[src/rtl/sfcd_pkg.sv]
`timescale 1ns / 1ps
// shared types, constants and crc helper for the sync frame deframer
// no dependencies

package sfcd_pkg;

    localparam int unsigned SYNC_W   = 24;
    localparam int unsigned TYPE_W   = 16;
    localparam int unsigned LEN_W    = 16;
    localparam int unsigned CRC_W    = 32;
    localparam int unsigned BYTE_W   = 8;
    localparam int unsigned CFG_IDX_W = 2;
    localparam int unsigned CFG_DATA_W = SYNC_W;

    localparam logic [CRC_W-1:0]  CRC_POLY          = 32'hEDB8_8320;
    localparam logic [SYNC_W-1:0] SYNC_PATTERN_RST  = 24'hFA3C5F;
    localparam logic [TYPE_W-1:0] WANTED_TYPE_RST   = 16'd6;

    localparam logic [CFG_IDX_W-1:0] CFG_SYNC_PATTERN = 2'd0;
    localparam logic [CFG_IDX_W-1:0] CFG_WANTED_TYPE  = 2'd1;

    localparam logic KIND_PAYLOAD   = 1'b0;
    localparam logic KIND_FRAME_END = 1'b1;

    typedef enum logic [5:0] {
        PH_SYNC0   = 6'b000001,
        PH_SYNC1   = 6'b000010,
        PH_SYNC2   = 6'b000100,
        PH_HEADER  = 6'b001000,
        PH_PAYLOAD = 6'b010000,
        PH_CRC     = 6'b100000
    } t_phase;

    // reflected crc-32 update by one byte
    function automatic logic [CRC_W-1:0] crc32_byte(input logic [CRC_W-1:0] crc,
                                                    input logic [BYTE_W-1:0] b);
        logic [CRC_W-1:0] c;
        c = {24'd0, crc[7:0] ^ b};
        for (int k = 0; k < 8; k++) begin
            c = c[0] ? ((c >> 1) ^ CRC_POLY) : (c >> 1);
        end
        return {8'd0, crc[31:8]} ^ c;
    endfunction

endpackage

[src/rtl/sfcd_in_if.sv]
`timescale 1ns / 1ps
// byte input channel of the sync frame deframer
// depends on sfcd_pkg

interface sfcd_in_if;
    logic                       valid;
    logic                       ready;
    logic [sfcd_pkg::BYTE_W-1:0] data_byte;

    modport source (output valid, output data_byte, input ready);
    modport sink   (input valid, input data_byte, output ready);
endinterface

[src/rtl/sfcd_out_if.sv]
`timescale 1ns / 1ps
// result channel of the sync frame deframer
// depends on sfcd_pkg

interface sfcd_out_if;
    logic                        valid;
    logic                        ready;
    logic                        item_kind;
    logic [sfcd_pkg::BYTE_W-1:0] payload_byte;
    logic [sfcd_pkg::LEN_W-1:0]  byte_offset;
    logic [sfcd_pkg::TYPE_W-1:0] message_type;
    logic [sfcd_pkg::LEN_W-1:0]  message_length;
    logic                        crc_ok;
    logic                        type_match;

    modport source (output valid, output item_kind, output payload_byte, output byte_offset,
                    output message_type, output message_length, output crc_ok,
                    output type_match, input ready);
    modport sink   (input valid, input item_kind, input payload_byte, input byte_offset,
                    input message_type, input message_length, input crc_ok,
                    input type_match, output ready);
endinterface

[src/rtl/sync_frame_crc32_deframer_core.sv]
`timescale 1ns / 1ps
// sync word deframer with crc-32 check, top level
// depends on sfcd_pkg, sfcd_in_if, sfcd_out_if
// an input transfer's result is in the output register in the next cycle
// one byte per cycle while i_in.ready is high; the output refills in the cycle it drains
// reset: synchronous active low, returns to sync hunt and loads default sync and type

module sync_frame_crc32_deframer_core (
    input  logic                              i_clk,
    input  logic                              i_rst_n,
    input  logic                              i_cfg_we,
    input  logic [sfcd_pkg::CFG_IDX_W-1:0]    i_cfg_index,
    input  logic [sfcd_pkg::CFG_DATA_W-1:0]   i_cfg_data,
    sfcd_in_if.sink                           i_in,
    sfcd_out_if.source                        o_out
);
    import sfcd_pkg::*;

    logic [SYNC_W-1:0] r_sync_pattern, n_sync_pattern;
    logic [TYPE_W-1:0] r_wanted_type, n_wanted_type;

    t_phase            r_phase, n_phase;
    logic [CRC_W-1:0]  r_running_crc, n_running_crc;
    logic [LEN_W-1:0]  r_byte_count, n_byte_count;
    logic [TYPE_W-1:0] r_frame_type, n_frame_type;
    logic [LEN_W-1:0]  r_frame_length, n_frame_length;
    logic [CRC_W-1:0]  r_received_crc, n_received_crc;

    logic              r_out_valid, n_out_valid;
    logic              r_item_kind, n_item_kind;
    logic [BYTE_W-1:0] r_payload_byte, n_payload_byte;
    logic [LEN_W-1:0]  r_byte_offset, n_byte_offset;
    logic [TYPE_W-1:0] r_message_type, n_message_type;
    logic [LEN_W-1:0]  r_message_length, n_message_length;
    logic              r_crc_ok, n_crc_ok;
    logic              r_type_match, n_type_match;

    logic              w_accept;
    logic              w_emit;
    logic              w_match;
    logic [BYTE_W-1:0] w_b;
    logic [BYTE_W-1:0] w_want;
    logic [CRC_W-1:0]  w_crc_upd;
    logic [CRC_W-1:0]  w_rx_crc;
    logic [LEN_W:0]    w_next_off;
    logic [LEN_W-1:0]  w_hdr_len;

    assign i_in.ready = !r_out_valid || o_out.ready;
    assign w_accept   = i_in.valid && i_in.ready;
    assign w_b        = i_in.data_byte;
    assign w_match    = (r_frame_type == r_wanted_type);
    assign w_crc_upd  = crc32_byte(r_running_crc, w_b);
    assign w_next_off = {1'b0, r_byte_count} + 17'd1;
    assign w_hdr_len  = {w_b, r_frame_length[7:0]};

    always_comb begin
        case (r_phase)
            PH_SYNC0: w_want = r_sync_pattern[23:16];
            PH_SYNC1: w_want = r_sync_pattern[15:8];
            default:  w_want = r_sync_pattern[7:0];
        endcase
        case (r_byte_count[1:0])
            2'd0:    w_rx_crc = r_received_crc | {24'd0, w_b};
            2'd1:    w_rx_crc = r_received_crc | {16'd0, w_b, 8'd0};
            2'd2:    w_rx_crc = r_received_crc | {8'd0, w_b, 16'd0};
            default: w_rx_crc = r_received_crc | {w_b, 24'd0};
        endcase
    end

    // configuration writes
    always_comb begin
        n_sync_pattern = r_sync_pattern;
        n_wanted_type  = r_wanted_type;
        if (i_cfg_we) begin
            unique case (i_cfg_index)
                CFG_SYNC_PATTERN: n_sync_pattern = i_cfg_data[SYNC_W-1:0];
                CFG_WANTED_TYPE:  n_wanted_type  = i_cfg_data[TYPE_W-1:0];
                default: ;
            endcase
        end
    end

    // frame state machine and result capture
    always_comb begin
        n_phase          = r_phase;
        n_running_crc    = r_running_crc;
        n_byte_count     = r_byte_count;
        n_frame_type     = r_frame_type;
        n_frame_length   = r_frame_length;
        n_received_crc   = r_received_crc;
        w_emit           = 1'b0;
        n_item_kind      = r_item_kind;
        n_payload_byte   = r_payload_byte;
        n_byte_offset    = r_byte_offset;
        n_message_type   = r_message_type;
        n_message_length = r_message_length;
        n_crc_ok         = r_crc_ok;
        n_type_match     = r_type_match;

        if (w_accept) begin
            unique case (r_phase)
                PH_SYNC0, PH_SYNC1, PH_SYNC2: begin
                    if (w_b != w_want) begin
                        n_phase       = PH_SYNC0;
                        n_running_crc = '0;
                        n_byte_count  = '0;
                    end else begin
                        n_running_crc = (r_phase == PH_SYNC0) ? crc32_byte('0, w_b) : w_crc_upd;
                        if (r_phase == PH_SYNC0) begin
                            n_phase = PH_SYNC1;
                        end else if (r_phase == PH_SYNC1) begin
                            n_phase = PH_SYNC2;
                        end else begin
                            n_phase        = PH_HEADER;
                            n_byte_count   = '0;
                            n_frame_type   = '0;
                            n_frame_length = '0;
                        end
                    end
                end
                PH_HEADER: begin
                    n_running_crc = w_crc_upd;
                    case (r_byte_count[1:0])
                        2'd0:    n_frame_type   = {8'd0, w_b};
                        2'd1:    n_frame_type   = {w_b, r_frame_type[7:0]};
                        2'd2:    n_frame_length = {8'd0, w_b};
                        default: n_frame_length = w_hdr_len;
                    endcase
                    if (r_byte_count[1:0] == 2'd3) begin
                        n_byte_count   = '0;
                        n_received_crc = '0;
                        n_phase        = (w_hdr_len == '0) ? PH_CRC : PH_PAYLOAD;
                    end else begin
                        n_byte_count = w_next_off[LEN_W-1:0];
                    end
                end
                PH_PAYLOAD: begin
                    n_running_crc = w_crc_upd;
                    if (w_next_off >= {1'b0, r_frame_length}) begin
                        n_phase        = PH_CRC;
                        n_byte_count   = '0;
                        n_received_crc = '0;
                    end else begin
                        n_byte_count = w_next_off[LEN_W-1:0];
                    end
                    if (w_match) begin
                        w_emit           = 1'b1;
                        n_item_kind      = KIND_PAYLOAD;
                        n_payload_byte   = w_b;
                        n_byte_offset    = r_byte_count;
                        n_message_type   = r_frame_type;
                        n_message_length = r_frame_length;
                        n_crc_ok         = 1'b0;
                        n_type_match     = 1'b1;
                    end
                end
                PH_CRC: begin
                    n_received_crc = w_rx_crc;
                    if (r_byte_count[1:0] != 2'd3) begin
                        n_byte_count = w_next_off[LEN_W-1:0];
                    end else begin
                        w_emit           = 1'b1;
                        n_item_kind      = KIND_FRAME_END;
                        n_payload_byte   = '0;
                        n_byte_offset    = '0;
                        n_message_type   = r_frame_type;
                        n_message_length = r_frame_length;
                        n_crc_ok         = (w_rx_crc == r_running_crc);
                        n_type_match     = w_match;
                        n_phase          = PH_SYNC0;
                        n_running_crc    = '0;
                        n_byte_count     = '0;
                    end
                end
                default: begin
                    n_phase       = PH_SYNC0;
                    n_running_crc = '0;
                    n_byte_count  = '0;
                end
            endcase
        end

        // output register holds until its transfer, refills on a new result
        n_out_valid = (r_out_valid && !o_out.ready) || w_emit;
    end

    always_ff @(posedge i_clk) begin
        if (!i_rst_n) begin
            r_sync_pattern <= SYNC_PATTERN_RST;
            r_wanted_type  <= WANTED_TYPE_RST;
            r_phase        <= PH_SYNC0;
            r_running_crc  <= '0;
            r_byte_count   <= '0;
            r_frame_type   <= '0;
            r_frame_length <= '0;
            r_received_crc <= '0;
            r_out_valid    <= 1'b0;
        end else begin
            r_sync_pattern <= n_sync_pattern;
            r_wanted_type  <= n_wanted_type;
            r_phase        <= n_phase;
            r_running_crc  <= n_running_crc;
            r_byte_count   <= n_byte_count;
            r_frame_type   <= n_frame_type;
            r_frame_length <= n_frame_length;
            r_received_crc <= n_received_crc;
            r_out_valid    <= n_out_valid;
        end
    end

    always_ff @(posedge i_clk) begin
        r_item_kind      <= n_item_kind;
        r_payload_byte   <= n_payload_byte;
        r_byte_offset    <= n_byte_offset;
        r_message_type   <= n_message_type;
        r_message_length <= n_message_length;
        r_crc_ok         <= n_crc_ok;
        r_type_match     <= n_type_match;
    end

    assign o_out.valid          = r_out_valid;
    assign o_out.item_kind      = r_item_kind;
    assign o_out.payload_byte   = r_payload_byte;
    assign o_out.byte_offset    = r_byte_offset;
    assign o_out.message_type   = r_message_type;
    assign o_out.message_length = r_message_length;
    assign o_out.crc_ok         = r_crc_ok;
    assign o_out.type_match     = r_type_match;

endmodule
[src/flat_wrapper.sv]
// flat-port wrapper written by rule: the top's interface ports become plain ports
module sync_frame_crc32_deframer_core_flat import sfcd_pkg::*;
  (i_clk, i_rst_n, i_cfg_we, i_cfg_index, i_cfg_data, i_in_valid, i_in_data_byte, i_in_ready, o_out_valid, o_out_item_kind, o_out_payload_byte, o_out_byte_offset, o_out_message_type, o_out_message_length, o_out_crc_ok, o_out_type_match, o_out_ready);
  sfcd_in_if i_in_i ();
  sfcd_out_if o_out_i ();
  input  logic i_clk;
  input  logic i_rst_n;
  input  logic i_cfg_we;
  input  logic [sfcd_pkg::CFG_IDX_W-1:0] i_cfg_index;
  input  logic [sfcd_pkg::CFG_DATA_W-1:0] i_cfg_data;
  input wire logic [$bits(i_in_i.valid)-1:0] i_in_valid;
  input wire logic [$bits(i_in_i.data_byte)-1:0] i_in_data_byte;
  output wire logic [$bits(i_in_i.ready)-1:0] i_in_ready;
  output wire logic [$bits(o_out_i.valid)-1:0] o_out_valid;
  output wire logic [$bits(o_out_i.item_kind)-1:0] o_out_item_kind;
  output wire logic [$bits(o_out_i.payload_byte)-1:0] o_out_payload_byte;
  output wire logic [$bits(o_out_i.byte_offset)-1:0] o_out_byte_offset;
  output wire logic [$bits(o_out_i.message_type)-1:0] o_out_message_type;
  output wire logic [$bits(o_out_i.message_length)-1:0] o_out_message_length;
  output wire logic [$bits(o_out_i.crc_ok)-1:0] o_out_crc_ok;
  output wire logic [$bits(o_out_i.type_match)-1:0] o_out_type_match;
  input wire logic [$bits(o_out_i.ready)-1:0] o_out_ready;
  assign i_in_i.valid = i_in_valid;
  assign i_in_i.data_byte = i_in_data_byte;
  assign i_in_ready = i_in_i.ready;
  assign o_out_valid = o_out_i.valid;
  assign o_out_item_kind = o_out_i.item_kind;
  assign o_out_payload_byte = o_out_i.payload_byte;
  assign o_out_byte_offset = o_out_i.byte_offset;
  assign o_out_message_type = o_out_i.message_type;
  assign o_out_message_length = o_out_i.message_length;
  assign o_out_crc_ok = o_out_i.crc_ok;
  assign o_out_type_match = o_out_i.type_match;
  assign o_out_i.ready = o_out_ready;
  sync_frame_crc32_deframer_core u_core (.i_clk(i_clk), .i_rst_n(i_rst_n), .i_cfg_we(i_cfg_we), .i_cfg_index(i_cfg_index), .i_cfg_data(i_cfg_data), .i_in(i_in_i), .o_out(o_out_i));
endmodule
[config.mk]
export PLATFORM = sky130hd
export DESIGN_NAME = sync_frame_crc32_deframer_core_flat
export DESIGN_NICKNAME = d
export VERILOG_FILES = /design/src/rtl/sfcd_pkg.sv /design/src/rtl/sfcd_in_if.sv /design/src/rtl/sfcd_out_if.sv /design/src/rtl/sync_frame_crc32_deframer_core.sv /design/src/flat_wrapper.sv
export SDC_FILE = /design/constraint.sdc
export NUM_CORES = 1
export LEC_CHECK = 0
export ABC_AREA = 1
export BUFFER_PORTS_ARGS = -buffer_cell sky130_fd_sc_hd__buf_2
export CAP_MARGIN = 15
export CELL_PAD_IN_SITES_DETAIL_PLACEMENT = 2
export CELL_PAD_IN_SITES_GLOBAL_PLACEMENT = 2
export CORE_UTILIZATION = 32
export DETAILED_ROUTE_END_ITERATION = 12
export PLACE_DENSITY = 0.84
export SYNTH_ARGS = -nofsm -noshare
export SYNTH_HDL_FRONTEND = slang
export SYNTH_SLANG_ARGS = --single-unit
[constraint.sdc]
create_clock -name i_clk -period 3.3 [get_ports i_clk]
set_input_delay 0.33 -clock i_clk [delete_from_list [all_inputs] [get_ports i_clk]]
set_output_delay 0.33 -clock i_clk [all_outputs]
set_load 0.02 [all_outputs]
==> flow_summary_export.csv <==
group,metric,value,unit
setup_path,crit_top_cell,"nand2_1",
yosys,synth_adder_area_share,0.0240,
routing,drt_wl_total,57300,microns
clocking,worstSkewPairLatency,0.57,ns
yosys,ys_seq_area_frac,0.396,
cells_and_area,seq_area,0.00496,sq mm
placed_design,place_hpwl,37700,microns
flow_run,drv_cap,0,
setup_path,cp_num_buf_inv,5,
global_route,grt_pass1_wl,84000,microns
cells_and_area,n_fill_cell,4436,
routing,routedWlPerCell,23.9,microns
global_route,grtUsageTotal,0.276,
clocking,worst_setup_hold_path_clk_slew,0.08,ns
yosys,synth_simple_gate_area_frac,0.276,
sta,setup_ws,-0.0776,ns
yosys,synth_edf_count,59,
yosys,async_reset_ff_frac,0,
run_status,violations,"design-rule violations, negative setup slack",
floorplanning,die_w,200,microns
cells_and_area,multiInputGateArea,0.00675,sq mm
yosys,yosys_warnings,0,
yosys,synth_area_per_cell,7.23,sq um
setup_path,rrSetupSlack,-0.08,ns
setup_path,cp_top_family,"simple AND/OR/NAND/NOR gates",
global_route,antenna_found_initial,0,
sta,setup_viol,9,
global_route,globalRoute.totalOverflow,0,
cells_and_area,diodes,0,
run_status,outcome,"finished with violations",
placed_design,dpl_worst_slack,-0.188,ns
setup_path,cp-start-kind,"flop",
setup_path,critical_path_required,3.74,ns
floorplanning,core-area,0.0386,sq mm
sta,final_hold_viol_count,0,
pwr,vdd_drop_max,0.000396,V
routing,ant_nets,0,
yosys,synthCells,1733,
pwr,total_power,7310,uW
routing,avgViaCountPerCell,5.49,
yosys,synth_commonest_cells,"nand2_1 (339), nor2_1 (256), inv_1 (168), dfxtp_1 (159), o21ai_0 (157)",
yosys,synth_top_family_by_area,"simple AND/OR/NAND/NOR gates",
placed_design,dpl_cell_area,0.0138,sq mm
floorplanning,ioPinCount,100,
floorplanning,dieArea,0.0399,sq mm
yosys,synth_seq_cells,218,
clocking,cts.sinks,218,
cells_and_area,drive_above_1_share,0.171,
cells_and_area,fin_nets,1927,
yosys,synth-xor-area-share,0.0824,
cells_and_area,final_cell_area,0.0153,sq mm
setup_path,critical_path.endpoint_type,"flop",
sta,skew,0.0222,ns
sta,setup-tns-final,-0.191,ns
clocking,cts_tree,"done",
setup_path,arrival,3.82,ns
routing,num_vias,13200,
setup_path,crit_fanout,13,
pwr,cellLeakagePower,0.00628,uW
sta,final_max_slew_viol_count,0,
clocking,cts-root-buf,"clkbuf_16",
sta,timing.final.crit_share,1.02,
yosys,synthTopCellsByArea,"dfxtp_1 (25%), edfxtp_1 (14%), nand2_1 (10%)",
yosys,synth_fp_nets,1796,
floorplanning,initial_core_util,0.324,
floorplanning,row_count,72,
sta,period_needed,3.38,ns
placed_design,io_buffers,99,
floorplanning,die_y,200,microns
yosys,synth_mux_area_frac,0,
yosys,ys.flop_type,"dfxtp_1",
setup_path,path_cells,"buf_4 -> ha_4 -> buf_8 -> nand3_1 -> xor2_1 -> inv_2 -> ha_4 -> nand2_1 -> inv_1 -> nand3_2 -> nor2_2 -> o21ai_1 -> nand2_1 -> nand2_1 -> nand2_1 -> nand2_1 -> nand2_1 -> nand2_2 -> nand2_2 -> nand2_4 -> clkbuf_16 -> o21ai_0 -> a21oi_1",
yosys,syn_area,0.0125,sq mm
sta,tightest_slew,0.787,ns
clocking,cts_buffer_depth,3,
yosys,synth_top_cell_area_share,0.254,
placed_design,gp_congestion,0.891,
yosys,yosysTopAreaCell,"dfxtp_1",
global_route,first_global_vias,14100,
yosys,synth.distinct_cells,48,
routing,firstDrtPassIters,9,
clocking,htree_levels,1,
routing,drt_iter0_drc,825,
setup_path,crit_slowest_cell,"dfxtp_1",
cells_and_area,syn2layout_area_growth,22.0,%
cells_and_area,reg_top3,"u_core.r_received_crc: 32 flops, u_core.r_running_crc: 32 flops, u_core.r_sync_pattern: 24 flops",
min_path,hold_class,"input pin to flop",
sta,slew_headroom,0.472,
pwr,p_per_area,479,mW/mm^2
sta,clock.fmax,0.296,GHz
setup_path,max_stage_delay,0.35,ns
setup_path,critical_path_class,"flop to flop",
global_route,grt_max_degree,84,
yosys,yosysMostFrequentCell,"nand2_1",
clocking,numCtsBuffers,26,
yosys,synth_compound_area_frac,0.134,
routing,drc,2,
kinds of logic after synthesis:
| logic type | Yosys count |
|---|---|
| compound gates | 312 |
| xor+xnor | 117 |
| fa+ha+maj | 24 |
| buf+inv | 268 |
| flops | 218 |
| simple gates | 794 |
timing repair:
| item | CTS | global route |
|---|---|---|
| cloned | 2 | 1 |
| setup buffers | 7 | 9 |
| gates resized for setup | 24 | 47 |
| setup endpoints to repair | 49 | 52 |
| hold buffers | 8 | 0 |
| pin swaps | 1 | 12 |
| hold endpoints to repair | 8 | 0 |
metal layers:
| metal | GRT usage | routed length (microns) |
|---|---|---|
| met1 | 0.339 | 23600 |
| met2 | 0.489 | 28400 |
| met3 | 0.0371 | 2740 |
| met4 | 0.102 | 2580 |
| met5 | 0 | 0 |
stage by stage:
stage          std cells   util  hold slack, ns
5_1_grt             2402  0.395          0.0135
4_1_cts             2393  0.388         0.00132
3_5_place_dp        2328  0.357           0.442
3_3_place_gp        2328  0.357           0.432
2_1_floorplan       1733      -           0.408
6_report            2402  0.395         0.00178
tightest hold or removal path, cell delays in order:
cell and delay (ns):
buf_2 0.09, nand2_1 0.05, nand3_1 0.06
final timing paths:
| kind | endpoint | cells past startpoint | startpoint |
|---|---|---|---|
| worst max register to register | u_core.r_received_crc[1] | 23 | u_core.r_byte_count[0] |
| worst min-delay path | u_core.r_sync_pattern[3] | 3 | i_cfg_data[3] |
| worst max-delay path | u_core.r_received_crc[1] | 23 | u_core.r_byte_count[0] |
| worst min register to register | u_core.r_received_crc[27] | 2 | u_core.r_received_crc[27] |
power breakdown:
| group | internal (uW) | leakage [uW] | total [uW] | switching (uW) |
|---|---|---|---|---|
| registers | 2800 | 0.00180 | 2880 | 78.0 |
| logic | 392 | 0.00403 | 1230 | 840 |
| clock network | 1890 | 0.000449 | 3200 | 1310 |
cell type report:
cell class	instances	share of cell area
tap	518	0.0424
clock buffer	32	0.0481
sequential	218	0.325
multi-input combinational	1247	0.442
timing repair buffer	184	0.0835
inverter	187	0.0464
clock inverter	16	0.0126
cell usage in the layout, fill, tap and decap left out, drive strengths merged:
| cell type | netlist | final |
|---|---|---|
| a211oi | 2 | 2 |
| o21a | 7 | 7 |
| nor2 | 264 | 264 |
| nand3 | 90 | 90 |
| or2 | 7 | 7 |
| nand4 | 50 | 50 |
| o31ai | 1 | 1 |
| nor4 | 5 | 5 |
| clkinv | 10 | 17 |
| nor3b | 1 | 1 |
| ha | 24 | 24 |
| o211ai | 13 | 13 |
| dlygate4sd3 | 0 | 8 |
| nor3 | 24 | 24 |
| inv | 177 | 178 |
| buf | 28 | 174 |
| a21oi | 101 | 101 |
| clkbuf | 53 | 33 |
| edfxtp | 59 | 59 |
| a31oi | 6 | 6 |
| bufbuf | 0 | 1 |
| clkinvlp | 0 | 4 |
| a221oi | 4 | 4 |
| a32oi | 2 | 2 |
| nand3b | 4 | 4 |
| xor2 | 82 | 82 |
| a22o | 1 | 1 |
| o22ai | 6 | 6 |
| bufinv | 0 | 4 |
| xnor2 | 35 | 35 |
| dfxtp | 159 | 159 |
| o21bai | 1 | 1 |
| o21ai | 168 | 168 |
| nand2 | 349 | 349 |
(Power assumes the default switching activity.)
